File: src/design/qsde_pkg.sv
// qsde_pkg: shared widths, codes, constants and the queue word type for the
// quadrature speed and distance estimator; no dependencies
`default_nettype none

package qsde_pkg;

	// field widths
	localparam int CPR_W      = 16;
	localparam int CIRC_W     = 24;
	localparam int ENA_W      = 2;
	localparam int COUNTER_W  = 16;
	localparam int MS_W       = 16;
	localparam int DELTA_W    = 16;
	localparam int TOTAL_W    = 32;
	localparam int SPEED_W    = 32;
	localparam int DIST_W     = 48;
	localparam int STATUS_W   = 2;
	localparam int CFG_IDX_W  = 2;
	localparam int CFG_DATA_W = 24;

	// scale factors
	localparam int MRPM_SCALE_W = 26;
	localparam int UMS_SCALE_W  = 10;
	localparam logic [MRPM_SCALE_W-1:0] MRPM_SCALE = 26'd60000000;
	localparam logic [UMS_SCALE_W-1:0]  UMS_SCALE  = 10'd1000;

	// datapath widths
	localparam int DEN_W       = CPR_W + MS_W;
	localparam int MRPM_NUM_W  = DELTA_W + MRPM_SCALE_W;
	localparam int UMS_PROD_W  = DELTA_W + CIRC_W;
	localparam int UMS_NUM_W   = UMS_PROD_W + UMS_SCALE_W;
	localparam int DIST_NUM_W  = TOTAL_W + CIRC_W;
	localparam int MAG_W       = DIST_NUM_W + 1;

	// positive saturation limits
	localparam logic [DIST_W-1:0] LIM32 = 48'h0000_7FFF_FFFF;
	localparam logic [DIST_W-1:0] LIM48 = 48'h7FFF_FFFF_FFFF;

	localparam int QUEUE_DEPTH = 2;

	typedef enum logic {
		CMD_SAMPLE = 1'b0,
		CMD_CLEAR  = 1'b1
	} cmd_t;

	typedef enum logic [STATUS_W-1:0] {
		ST_UPDATED = 2'd0,
		ST_INVALID = 2'd1,
		ST_CLEARED = 2'd2
	} status_t;

	typedef enum logic [CFG_IDX_W-1:0] {
		CFG_CPR    = 2'd0,
		CFG_CIRC   = 2'd1,
		CFG_ENABLE = 2'd2
	} cfg_reg_t;

	typedef enum logic [2:0] {
		BK_IDLE,
		BK_MUL,
		BK_LOAD,
		BK_DIV,
		BK_ROUND,
		BK_SAT,
		BK_OUT
	} back_state_t;

	// classified word passed from front to back
	typedef struct packed {
		status_t                    status;
		logic                       channel;
		logic signed [DELTA_W-1:0]  delta;
		logic signed [TOTAL_W-1:0]  total;
		logic [MS_W-1:0]            interval_ms;
	} job_t;

endpackage

`default_nettype wire

File: src/design/qsde_fifo.sv
// qsde_fifo: short queue of classified words between front and back
// depends on qsde_pkg
`default_nettype none

module qsde_fifo import qsde_pkg::*; (
	input  wire logic clk,
	input  wire logic arst_n,
	input  wire logic push,
	input  job_t      push_data,
	output logic      full,
	output logic      pop_valid,
	input  wire logic pop_ready,
	output job_t      pop_data
);

	localparam int PTR_W = (QUEUE_DEPTH > 1) ? $clog2(QUEUE_DEPTH) : 1;
	localparam int OCC_W = $clog2(QUEUE_DEPTH + 1);

	job_t             mem_q [QUEUE_DEPTH];
	logic [PTR_W-1:0] wr_ptr_q;
	logic [PTR_W-1:0] rd_ptr_q;
	logic [OCC_W-1:0] occ_q;
	logic             pop;

	assign full      = occ_q == OCC_W'(QUEUE_DEPTH);
	assign pop_valid = occ_q != '0;
	assign pop       = pop_valid & pop_ready;
	assign pop_data  = mem_q[rd_ptr_q];

	function automatic logic [PTR_W-1:0] next_ptr(input logic [PTR_W-1:0] p);
		return (p == PTR_W'(QUEUE_DEPTH - 1)) ? '0 : p + 1'b1;
	endfunction

	always_ff @(posedge clk) begin
		if (push)
			mem_q[wr_ptr_q] <= push_data;
	end

	always_ff @(posedge clk or negedge arst_n) begin
		if (!arst_n) begin
			wr_ptr_q <= '0;
			rd_ptr_q <= '0;
			occ_q    <= '0;
		end else begin
			if (push)
				wr_ptr_q <= next_ptr(wr_ptr_q);
			if (pop)
				rd_ptr_q <= next_ptr(rd_ptr_q);
			occ_q <= occ_q + OCC_W'(push) - OCC_W'(pop);
		end
	end

endmodule

`default_nettype wire

File: config.mk
export PLATFORM = sky130hd
export DESIGN_NAME = qsde_fifo
export DESIGN_NICKNAME = d
export VERILOG_FILES = /design/src/design/qsde_pkg.sv /design/src/design/qsde_fifo.sv
export SDC_FILE = /design/constraint.sdc
export NUM_CORES = 1
export LEC_CHECK = 0
export BUFFER_PORTS_ARGS = -buffer_cell sky130_fd_sc_hd__clkbuf_2
export CAP_MARGIN = 20
export CORE_MARGIN = 2
export CORE_UTILIZATION = 40
export DETAILED_ROUTE_END_ITERATION = 8
export GPL_ROUTABILITY_DRIVEN = 0
export MAX_ROUTING_LAYER = met4
export PLACE_DENSITY_LB_ADDON = 0.12
export SYNTH_ARGS = -nofsm -noshare
export SYNTH_HDL_FRONTEND = slang
export SYNTH_SLANG_ARGS = --single-unit
File: constraint.sdc
create_clock -name clk -period 3.49 [get_ports clk]
set_input_delay 0.8725 -clock clk [delete_from_list [all_inputs] [get_ports clk]]
set_output_delay 0.8725 -clock clk [all_outputs]
set_load 0.05 [all_outputs]
==> impl_metrics.env <==
export IMPL_status="finished clean"
export IMPL_fin_tns_setup_ns=0
export IMPL_syn_inst=226
export IMPL_grt_pass1_vias=2574
export IMPL_hold_viol=0
export IMPL_synth_seq_cells=138
export IMPL_drv_slew=0
export IMPL_critPathMaxFanout=36
export IMPL_yosysTopAreaCell="edfxtp_1"
export IMPL_cts_sinks=138
export IMPL_p_per_area_mw_per_mm2=1000
export IMPL_die_area_sq_mm=0.0137
export IMPL_hp_class="input pin to asynchronous set/reset pin"
export IMPL_post_route_period_util_pct=86.7
export IMPL_vias=2538
export IMPL_rsz0062_at_grt="false"
export IMPL_netlist_area_leader_share_pct=78.5
export IMPL_clk_latency_ns=0.41
export IMPL_area_delta_synth_final_pct=28.8
export IMPL_clk_pin_slew_ns=0.05
export IMPL_viasPerCell=4.51
export IMPL_drt_initial_drc_count=128
export IMPL_layout_min_cycle_time_ns=3.03
export IMPL_die_h_um=117
export IMPL_hold_buffers=0
export IMPL_synth_seq_area_share_pct=80.4
export IMPL_start_util_pct=40.8
export IMPL_fin_cells=563
export IMPL_timing_worst_setup_path_type="flip-flop to output pin"
export IMPL_rr_worst_depth=1
export IMPL_cts_resized=0
export IMPL_worstPathArrival_ns=2.15
export IMPL_antenna_left=0
export IMPL_fin_ws_ns=0.463
export IMPL_fp_dieW_um=117
export IMPL_worstMarginPinSlew_ns=0.957
export IMPL_core_area_sq_mm=0.0126
export IMPL_worstPathRequired_ns=2.62
export IMPL_tritoncts="done"
export IMPL_grt_usage_pct=13.5
export IMPL_yosys_top_cells_area="edfxtp_1 78%, mux2_2 10%, mux2_4 5.9%"
export IMPL_maxSlewHeadroom_pct=36.2
export IMPL_dp_hpwl_um=5530
export IMPL_drc=0
export IMPL_synth_nets=299
export IMPL_timing_fmax_mhz=330
export IMPL_drt_wl_total_um=8750
export IMPL_grt_pass1_wl_um=12700
export IMPL_critical_path_startpoint_type="flip-flop"
export IMPL_rows=41
export IMPL_drive_gt1_share_pct=60.6
export IMPL_dr_pass1_iters=4
export IMPL_nNetsFinal=452
export IMPL_fin_skew_ns=0.00483
export IMPL_ys_warn_count=0
export IMPL_place_area_sq_mm=0.00601
export IMPL_cts_setup_buffers=0
export IMPL_ir_worst_vdd_mv=0.409
export IMPL_yosysUniqueCellTypes=15
export IMPL_dp_slack_ns=0.880
export IMPL_final_common_cell="clkbuf_2"
export IMPL_ios=140
export IMPL_syn_area_per_cell_sq_um=22.7
export IMPL_antennaDiodeCount=0
export IMPL_dp_cells=532
export IMPL_h_tree_depth=4
export IMPL_most_common_layout_cells="139 x clkbuf_2, 134 x edfxtp_1, 47 x mux2_2, 20 x mux2_4, 17 x clkbuf_16"
export IMPL_globalRouteOverflowTotal=0
export IMPL_avgRoutedWirePerCell_um=15.5
export IMPL_final_area_sq_mm=0.00660
export IMPL_grt_antenna_before_repair=0
export IMPL_cts_made_buffers=17
export IMPL_port_buffers=139
export IMPL_endpoint_kind="output pin"
export IMPL_cts_root_buffer="clkbuf_16"
export IMPL_total_power_mw=6.61
export IMPL_clockBufferDepth=2
export IMPL_netlist_area_sq_mm=0.00513
export IMPL_cellLeakagePower_nw=2.59
export IMPL_drv_cap=0
export IMPL_grt_max_degree=68
export IMPL_finalSetupViolCount=0
[stage by stage]
step / util (%) / hold WS [ns]
global placement: 47.8 / 0.501
CTS: 52.5 / 0.248
floorplan: - / 0.471
global route: 52.5 / 0.257
detailed placement: 47.8 / 0.511
finish: 52.5 / 0.271
[routing by layer]
metal	global-route usage (%)	up-vias	wire length [um]
met1	14.7	1234	3530
met3	5.77	17	593
met5	-	-	0
met2	21.4	88	4460
met4	6.59	0	174
li1	-	1199	-
[area by class of cell]
type / count / area, sq um
Sequential cell: 138 / 4130
Multi-Input combinational cell: 78 / 932
Timing Repair Buffer: 142 / 731
Clock inverter: 13 / 158
Inverter: 2 / 7.51
Fill cell: 1029 / 5970
Clock buffer: 18 / 429
Tap cell: 172 / 215
[synth_stat cells (all sizes together)]
library cell,number
edfxtp,134
mux2,67
buf,8
dfrtp,4
ha,2
inv,2
nor2b,2
xnor2,2
xor2,2
and2,1
o21a,1
or2,1
[worst paths after layout]
| kind | start | endpoint | slack [ns] |
|---|---|---|---|
| max | rd_ptr_q$_DFFE_PN0P_ | pop_data[48] | 0.46 |
| min | arst_n | rd_ptr_q$_DFFE_PN0P_ | 0.27 |
| max reg2reg | wr_ptr_q$_DFFE_PN0P_ | mem_q[1][21]$_DFFE_PP_ | 1.86 |
| min reg2reg | occ_q[1]$_DFF_PN0_ | occ_q[1]$_DFF_PN0_ | 0.52 |
| max in group asynchronous | arst_n | rd_ptr_q$_DFFE_PN0P_ | 3.07 |
| min in group clk | occ_q[1]$_DFF_PN0_ | occ_q[1]$_DFF_PN0_ | 0.52 |
[cells by family after synthesis]
family / count (synthesis) / synth area share (%)
simple gates: 4 / 0.488
xor+xnor: 4 / 0.684
mux: 67 / 16.2
fa+ha+maj: 2 / 0.488
buf+inv: 10 / 1.56
flops: 138 / 80.4
compound gates: 1 / 0.147
[state kept, by name, indices dropped and copies added, names as in the netlist]
| register | cells |
|---|---|
| occ_q | 2 |
| wr_ptr_q | 1 |
| mem_q | 134 |
| rd_ptr_q | 1 |
[report_power, final]
group | switching [mW] | internal, mW
logic | 1.74 | 0.724
clock network | 0.598 | 1.17
registers | 0.171 | 2.21
[worst max-delay path, cell delays in order (launching register included)]
cell      delay (ns)
dfrtp_4         0.78
buf_12          0.31
mux2_2          0.37
clkbuf_2        0.23
Note: power is estimated with default switching activity, not from simulation.
