$ cat src/design/qsde_pkg.sv
// qsde_pkg: shared widths, codes, constants and the queue word type for the
// quadrature speed and distance estimator; no dependencies
`default_nettype none

package qsde_pkg;

	// field widths
	localparam int CPR_W      = 16;
	localparam int CIRC_W     = 24;
	localparam int ENA_W      = 2;
	localparam int COUNTER_W  = 16;
	localparam int MS_W       = 16;
	localparam int DELTA_W    = 16;
	localparam int TOTAL_W    = 32;
	localparam int SPEED_W    = 32;
	localparam int DIST_W     = 48;
	localparam int STATUS_W   = 2;
	localparam int CFG_IDX_W  = 2;
	localparam int CFG_DATA_W = 24;

	// scale factors
	localparam int MRPM_SCALE_W = 26;
	localparam int UMS_SCALE_W  = 10;
	localparam logic [MRPM_SCALE_W-1:0] MRPM_SCALE = 26'd60000000;
	localparam logic [UMS_SCALE_W-1:0]  UMS_SCALE  = 10'd1000;

	// datapath widths
	localparam int DEN_W       = CPR_W + MS_W;
	localparam int MRPM_NUM_W  = DELTA_W + MRPM_SCALE_W;
	localparam int UMS_PROD_W  = DELTA_W + CIRC_W;
	localparam int UMS_NUM_W   = UMS_PROD_W + UMS_SCALE_W;
	localparam int DIST_NUM_W  = TOTAL_W + CIRC_W;
	localparam int MAG_W       = DIST_NUM_W + 1;

	// positive saturation limits
	localparam logic [DIST_W-1:0] LIM32 = 48'h0000_7FFF_FFFF;
	localparam logic [DIST_W-1:0] LIM48 = 48'h7FFF_FFFF_FFFF;

	localparam int QUEUE_DEPTH = 2;

	typedef enum logic {
		CMD_SAMPLE = 1'b0,
		CMD_CLEAR  = 1'b1
	} cmd_t;

	typedef enum logic [STATUS_W-1:0] {
		ST_UPDATED = 2'd0,
		ST_INVALID = 2'd1,
		ST_CLEARED = 2'd2
	} status_t;

	typedef enum logic [CFG_IDX_W-1:0] {
		CFG_CPR    = 2'd0,
		CFG_CIRC   = 2'd1,
		CFG_ENABLE = 2'd2
	} cfg_reg_t;

	typedef enum logic [2:0] {
		BK_IDLE,
		BK_MUL,
		BK_LOAD,
		BK_DIV,
		BK_ROUND,
		BK_SAT,
		BK_OUT
	} back_state_t;

	// classified word passed from front to back
	typedef struct packed {
		status_t                    status;
		logic                       channel;
		logic signed [DELTA_W-1:0]  delta;
		logic signed [TOTAL_W-1:0]  total;
		logic [MS_W-1:0]            interval_ms;
	} job_t;

endpackage

`default_nettype wire

$ cat src/design/qsde_if.sv
// qsde_if: sample and result channel interfaces (valid/ready plus payload)
// depends on qsde_pkg
`default_nettype none

interface qsde_sample_if import qsde_pkg::*; ();
	logic                 valid;
	logic                 ready;
	logic                 command;
	logic                 channel;
	logic [COUNTER_W-1:0] counter_value;
	logic [MS_W-1:0]      interval_ms;

	modport source (output valid, command, channel, counter_value, interval_ms,
		input ready);
	modport sink (input valid, command, channel, counter_value, interval_ms,
		output ready);
endinterface


`default_nettype wire

$ cat src/design/qsde_front.sv
// qsde_front: accepts sample words, keeps per-channel snapshot and total,
// classifies each word and pushes it to the queue; depends on qsde_pkg, qsde_if
`default_nettype none

module qsde_front import qsde_pkg::*; #(
	parameter int NUM_CHANNELS = 2
) (
	input  wire logic             clk,
	input  wire logic             arst_n,
	qsde_sample_if.sink           sample,
	input  wire logic [CPR_W-1:0] cpr,
	input  wire logic [ENA_W-1:0] enable,
	input  wire logic             job_full,
	output logic                  job_push,
	output job_t                  job_data
);

	localparam int CH_IDX_W = (NUM_CHANNELS > 1) ? $clog2(NUM_CHANNELS) : 1;

	logic [COUNTER_W-1:0] snap_q  [NUM_CHANNELS];
	logic [TOTAL_W-1:0]   total_q [NUM_CHANNELS];

	logic [CH_IDX_W-1:0]  ch_idx;
	logic                 has_state;
	logic                 enabled;
	logic                 invalid;
	logic                 accept;
	logic                 state_wr;
	logic [COUNTER_W-1:0] cur_snap;
	logic [TOTAL_W-1:0]   cur_total;
	logic [DELTA_W-1:0]   d16;
	logic [TOTAL_W-1:0]   new_total;
	logic [COUNTER_W-1:0] snap_wr;

	assign sample.ready = ~job_full;
	assign accept       = sample.valid & ~job_full;
	assign job_push     = accept;

	always_comb begin
		ch_idx    = CH_IDX_W'(sample.channel);
		has_state = 32'(sample.channel) < NUM_CHANNELS;
		enabled   = has_state && enable[sample.channel];
		cur_snap  = has_state ? snap_q[ch_idx] : '0;
		cur_total = has_state ? total_q[ch_idx] : '0;
		d16       = sample.counter_value - cur_snap;
		new_total = cur_total + {{(TOTAL_W-DELTA_W){d16[DELTA_W-1]}}, d16};
		invalid   = (sample.interval_ms == '0) || (cpr == '0);

		job_data.status      = ST_UPDATED;
		job_data.channel     = sample.channel;
		job_data.delta       = '0;
		job_data.total       = cur_total;
		job_data.interval_ms = sample.interval_ms;
		state_wr             = 1'b0;
		snap_wr              = '0;

		priority if (sample.command == CMD_CLEAR) begin
			job_data.status = ST_CLEARED;
			if (enabled) begin
				job_data.total = '0;
				state_wr       = 1'b1;
			end
		end else if (invalid) begin
			job_data.status = ST_INVALID;
		end else begin
			if (enabled) begin
				job_data.delta = d16;
				job_data.total = new_total;
				snap_wr        = sample.counter_value;
				state_wr       = 1'b1;
			end
		end
	end

	always_ff @(posedge clk or negedge arst_n) begin
		if (!arst_n) begin
			for (int i = 0; i < NUM_CHANNELS; i++) begin
				snap_q[i]  <= '0;
				total_q[i] <= '0;
			end
		end else if (accept && state_wr) begin
			snap_q[ch_idx]  <= snap_wr;
			total_q[ch_idx] <= job_data.total;
		end
	end

endmodule

`default_nettype wire

$ cat src/flat_wrapper.sv
// flat-port wrapper written by rule: the top's interface ports become plain ports
module qsde_front_flat import qsde_pkg::*;
#(
	parameter int NUM_CHANNELS = 2
)
  (clk, arst_n, cpr, enable, job_full, job_push, job_data, sample_valid, sample_command, sample_channel, sample_counter_value, sample_interval_ms, sample_ready);
  qsde_sample_if sample_i ();
  input  wire logic clk;
  input  wire logic arst_n;
  input  wire logic [CPR_W-1:0] cpr;
  input  wire logic [ENA_W-1:0] enable;
  input  wire logic job_full;
  output logic job_push;
  output job_t job_data;
  input wire logic [$bits(sample_i.valid)-1:0] sample_valid;
  input wire logic [$bits(sample_i.command)-1:0] sample_command;
  input wire logic [$bits(sample_i.channel)-1:0] sample_channel;
  input wire logic [$bits(sample_i.counter_value)-1:0] sample_counter_value;
  input wire logic [$bits(sample_i.interval_ms)-1:0] sample_interval_ms;
  output wire logic [$bits(sample_i.ready)-1:0] sample_ready;
  assign sample_i.valid = sample_valid;
  assign sample_i.command = sample_command;
  assign sample_i.channel = sample_channel;
  assign sample_i.counter_value = sample_counter_value;
  assign sample_i.interval_ms = sample_interval_ms;
  assign sample_ready = sample_i.ready;
  qsde_front #(.NUM_CHANNELS(NUM_CHANNELS)) u_core (.clk(clk), .arst_n(arst_n), .sample(sample_i), .cpr(cpr), .enable(enable), .job_full(job_full), .job_push(job_push), .job_data(job_data));
endmodule
$ cat config.mk
export PLATFORM = sky130hd
export DESIGN_NAME = qsde_front_flat
export DESIGN_NICKNAME = d
export VERILOG_FILES = /design/src/design/qsde_pkg.sv /design/src/design/qsde_if.sv /design/src/design/qsde_front.sv /design/src/flat_wrapper.sv
export SDC_FILE = /design/constraint.sdc
export NUM_CORES = 1
export LEC_CHECK = 0
export BUFFER_PORTS_ARGS = -buffer_cell sky130_fd_sc_hd__buf_2
export CAP_MARGIN = 10
export CELL_PAD_IN_SITES_DETAIL_PLACEMENT = 0
export CELL_PAD_IN_SITES_GLOBAL_PLACEMENT = 1
export CORE_ASPECT_RATIO = 0.6
export CORE_UTILIZATION = 47
export DETAILED_ROUTE_END_ITERATION = 6
export PLACE_DENSITY_LB_ADDON = 0.15
export SLEW_MARGIN = 20
export SYNTH_ARGS = -nofsm -noshare
export SYNTH_HDL_FRONTEND = slang
export SYNTH_SLANG_ARGS = --single-unit
$ cat constraint.sdc
create_clock -name clk -period 12.4 [get_ports clk]
set_input_delay 1.24 -clock clk [delete_from_list [all_inputs] [get_ports clk]]
set_output_delay 1.24 -clock clk [all_outputs]
set_load 0.05 [all_outputs]
==> flow_summary_export.csv <==
group,metric,value,unit
global_routing,grt_pass1_wl,35.3,mm
power_and_ir_drop,internal_power,0.000920,W
setup_path,cp-end-kind,"primary output",
cells_and_area,nets,1023,
cells_and_area,syn2layout_area_growth,13.0,%
timing,worst_slew_pin_slew,0.848,ns
floorplanning,ioPinCount,125,
logic_synthesis,synth-edff-count,0,
power_and_ir_drop,ir_drop,113,uV
place,port_buffers,124,
timing,period_share,70.3,%
clock_network,cts_hold_buf,0,
floorplanning,die_w,165,um
place,dp.final_hpwl,16.9,mm
power_and_ir_drop,switching_share,48.3,%
hold_path,holdCritStartpoint,"u_core.snap_q[22]",
cells_and_area,utilization,54.8,%
run,cap_violations,0,
setup_path,reg2reg_to,"u_core.total_q[26]",
power_and_ir_drop,pwr-share-comb,59.0,%
logic_synthesis,dominantRegCellSynth,"dfrtp_1",
logic_synthesis,yosysWarnings,0,
setup_path,cp_max_fo,22,
place,placed_cells,1111,
global_routing,overflow,0,
logic_synthesis,netlist_area,7500,sq um
cells_and_area,nFillCells,1418,
logic_synthesis,seq_area_frac_synth,32.0,%
detailed_routing,drc,0,
floorplanning,num_rows,35,
power_and_ir_drop,p_clk_share,16.6,%
power_and_ir_drop,p_per_area,210,nW/um^2
floorplanning,die_area,16500,sq um
clock_network,clock_latency,0.35,ns
setup_path,r2r_setup_slack,6.60,ns
detailed_routing,drtIter0Drc,751,
timing,fin_tns_setup,0,ns
detailed_routing,avgRoutedWirePerCell,20.2,um
clock_network,cts.repair.resized,0,
cells_and_area,mostFrequentLayoutCells,"buf_2, nand2_1, dfrtp_1, o21ai_0, mux2_2",
setup_path,path_class,"primary input to primary output",
detailed_routing,ant_nets,0,
setup_path,reg2reg_depth,23,
cells_and_area,drive_gt1_share,25.9,%
detailed_routing,via_count,6805,
timing,finalMaxSlewViolations,0,
logic_synthesis,syn_nets,937,
global_routing,grt_max_degree,72,
hold_path,holdCritPathClass,"flip-flop to flip-flop",
outcome,status,"finished clean",
cells_and_area,antenna_cells,0,
timing,rsz0062_at_grt,"false",
logic_synthesis,netlist_instances,833,
cells_and_area,stdcell_area,8470,sq um
cells_and_area,fin_cells,1127,
detailed_routing,finalWirelength,22.7,mm
cells_and_area,layout_commonest_cell,"buf_2",
clock_network,cts-root-buf,"clkbuf_16",
timing,fin_crit,8.71,ns
clock_network,clk_pin_slew,0.07,ns
cells_and_area,multiInputGateArea,4720,sq um
clock_network,post_cts_buffers,0,
timing,slew_headroom,43.5,%
logic_synthesis,synth_cell_type_count,66,
setup_path,worst-endpoint-required,11.16,ns
detailed_routing,firstDrtPassIters,5,
timing,finalSetupViolCount,0,
floorplanning,initial_core_util,48.5,%
place,post_dp_cell_area,8170,sq um
clock_network,cts_tree,"yes",
setup_path,start_kind,"primary input",
global_routing,grt_pass1_vias,6304,
detailed_routing,via_per_inst,6.04,
clock_network,h-tree-depth,3,
setup_path,cp.arrival,7.47,ns
cells_and_area,regArea,2400,sq um
power_and_ir_drop,p_leak,4.16,nW
logic_synthesis,ys_ff_latch,96,
power_and_ir_drop,p_switching,0.000860,W
hold_path,hold_end,"u_core.snap_q[22]",
global_routing,track_usage,28.1,%
floorplanning,die_h,99.8,um
setup_path,r2r_start,"u_core.snap_q[0]",
timing,fin_worst_skew,0.0135,ns
clock_network,ctsLongestPathBuffers,2,
timing,timing.fmax,0.115,GHz
hold_path,min_path_cells,2,
power_and_ir_drop,seq_power_share,24.5,%
clock_network,cts.sinks,96,
place,gp_congestion,0.878,
clock_network,cts_buffers,9,
logic_synthesis,async_flop_share,100,%
timing,finalHoldViolations,0,
logic_synthesis,syn_area_per_cell,9.00,sq um
global_routing,antenna_found_initial,0,
floorplanning,core,15500,sq um
routing by layer:
metal	up-vias	GRT usage [%]	part of all wire (%)
met4	0	4.30	0.75
li1	3212	-	-
met1	3322	45.8	51
met2	248	37.0	39
met3	23	6.53	8.6
met5	-	0	0
cell type report:
cell class                 count  area share [%]
timing repair buffer         133            8.15
clock inverter                 4           0.620
sequential                    96            28.3
multi-input combinational    654            55.8
clock buffer                  12            3.03
inverter                      25            1.11
tap                          203            3.00
power by group through the flow:
stage / registers (W) / logic, W / clock network, W
2_1_floorplan: 0.000424 / 0.000790 / 0
3_3_place_gp: 0.000432 / 0.00102 / 0
3_5_place_dp: 0.000439 / 0.00103 / 0
4_1_cts: 0.000434 / 0.00103 / 0.000301
5_1_grt: 0.000444 / 0.00113 / 0.000315
6_report: 0.000435 / 0.00105 / 0.000295
worst max-delay path: stages:
cell       delay (ns)
buf_2            0.51
mux2_2           0.30
ha_1             0.14
inv_1            0.05
fa_1             0.40
a21o_1           0.18
a21oi_1          0.22
o21bai_1         0.09
a21o_1           0.20
a21oi_1          0.18
o21ai_0          0.15
o41ai_1          0.49
xnor2_1          0.18
ha_1             0.46
nand3_1          0.10
a211oi_1         0.19
a211oi_1         0.14
o21ai_1          0.28
a31oi_1          0.17
a2111oi_2        0.52
nand3b_1         0.25
mux2_2           0.40
xor2_1           0.15
o21ai_0          0.16
buf_2            0.29
logic make-up (layout without fill, tap and decap cells):
logic type | count (synthesis) | after routing | share of synthesized area, %
multiplexers | 103 | 103 | 14.9
XOR/XNOR | 36 | 36 | 4.21
AO/OA/AOI/OAI | 232 | 232 | 20.4
adder cells (fa/ha/maj) | 48 | 48 | 8.21
flip-flops | 96 | 96 | 32.0
AND/OR/NAND/NOR | 235 | 235 | 15.1
buffers and inverters | 83 | 174 | 5.12
state kept, by name (all words and copies together), names as in the netlist:
register        count
u_core.snap_q      32
u_core.total_q     64
per-stage QoR:
| stage | setup slack (ns) | hold slack [ns] | total power, W |
|---|---|---|---|
| 6_report | 3.69 | 0.481 | 0.00178 |
| 5_1_grt | 3.07 | 0.507 | 0.00189 |
| 4_1_cts | 3.77 | 0.485 | 0.00177 |
| 3_5_place_dp | 3.81 | 0.471 | 0.00146 |
| 3_3_place_gp | 3.91 | 0.454 | 0.00145 |
| 2_1_floorplan | 3.15 | 0.443 | 0.00121 |
synthesized netlist by cell type, types with 15 or more instances:
cell type / instances / share of area, %
clkbuf_1: 33 / 1.7
xnor2_1: 22 / 2.6
inv_1: 24 / 1.2
buf_4: 18 / 1.8
nand2_1: 112 / 5.6
mux2_2: 69 / 10
a22oi_1: 17 / 1.7
mux2i_1: 34 / 4.5
and2_1: 15 / 1.3
a21oi_1: 40 / 2.7
ha_1: 46 / 7.7
a21o_1: 15 / 1.5
nor2_1: 32 / 1.6
o21ai_0: 77 / 5.1
dfrtp_1: 96 / 32
how the worst max path moves through the flow:
stage / startpoint / to / slack, ns / cells past startpoint
floorplan: sample_channel / job_data[42] / 3.15 / 28
global placement: sample_channel / job_data[42] / 3.91 / 25
detailed placement: sample_channel / job_data[42] / 3.81 / 25
CTS: sample_channel / job_data[42] / 3.77 / 25
global route: sample_channel / job_data[42] / 3.07 / 25
finish: sample_channel / job_data[42] / 3.69 / 25
No activity file was read; power rests on OpenSTA's default activity.
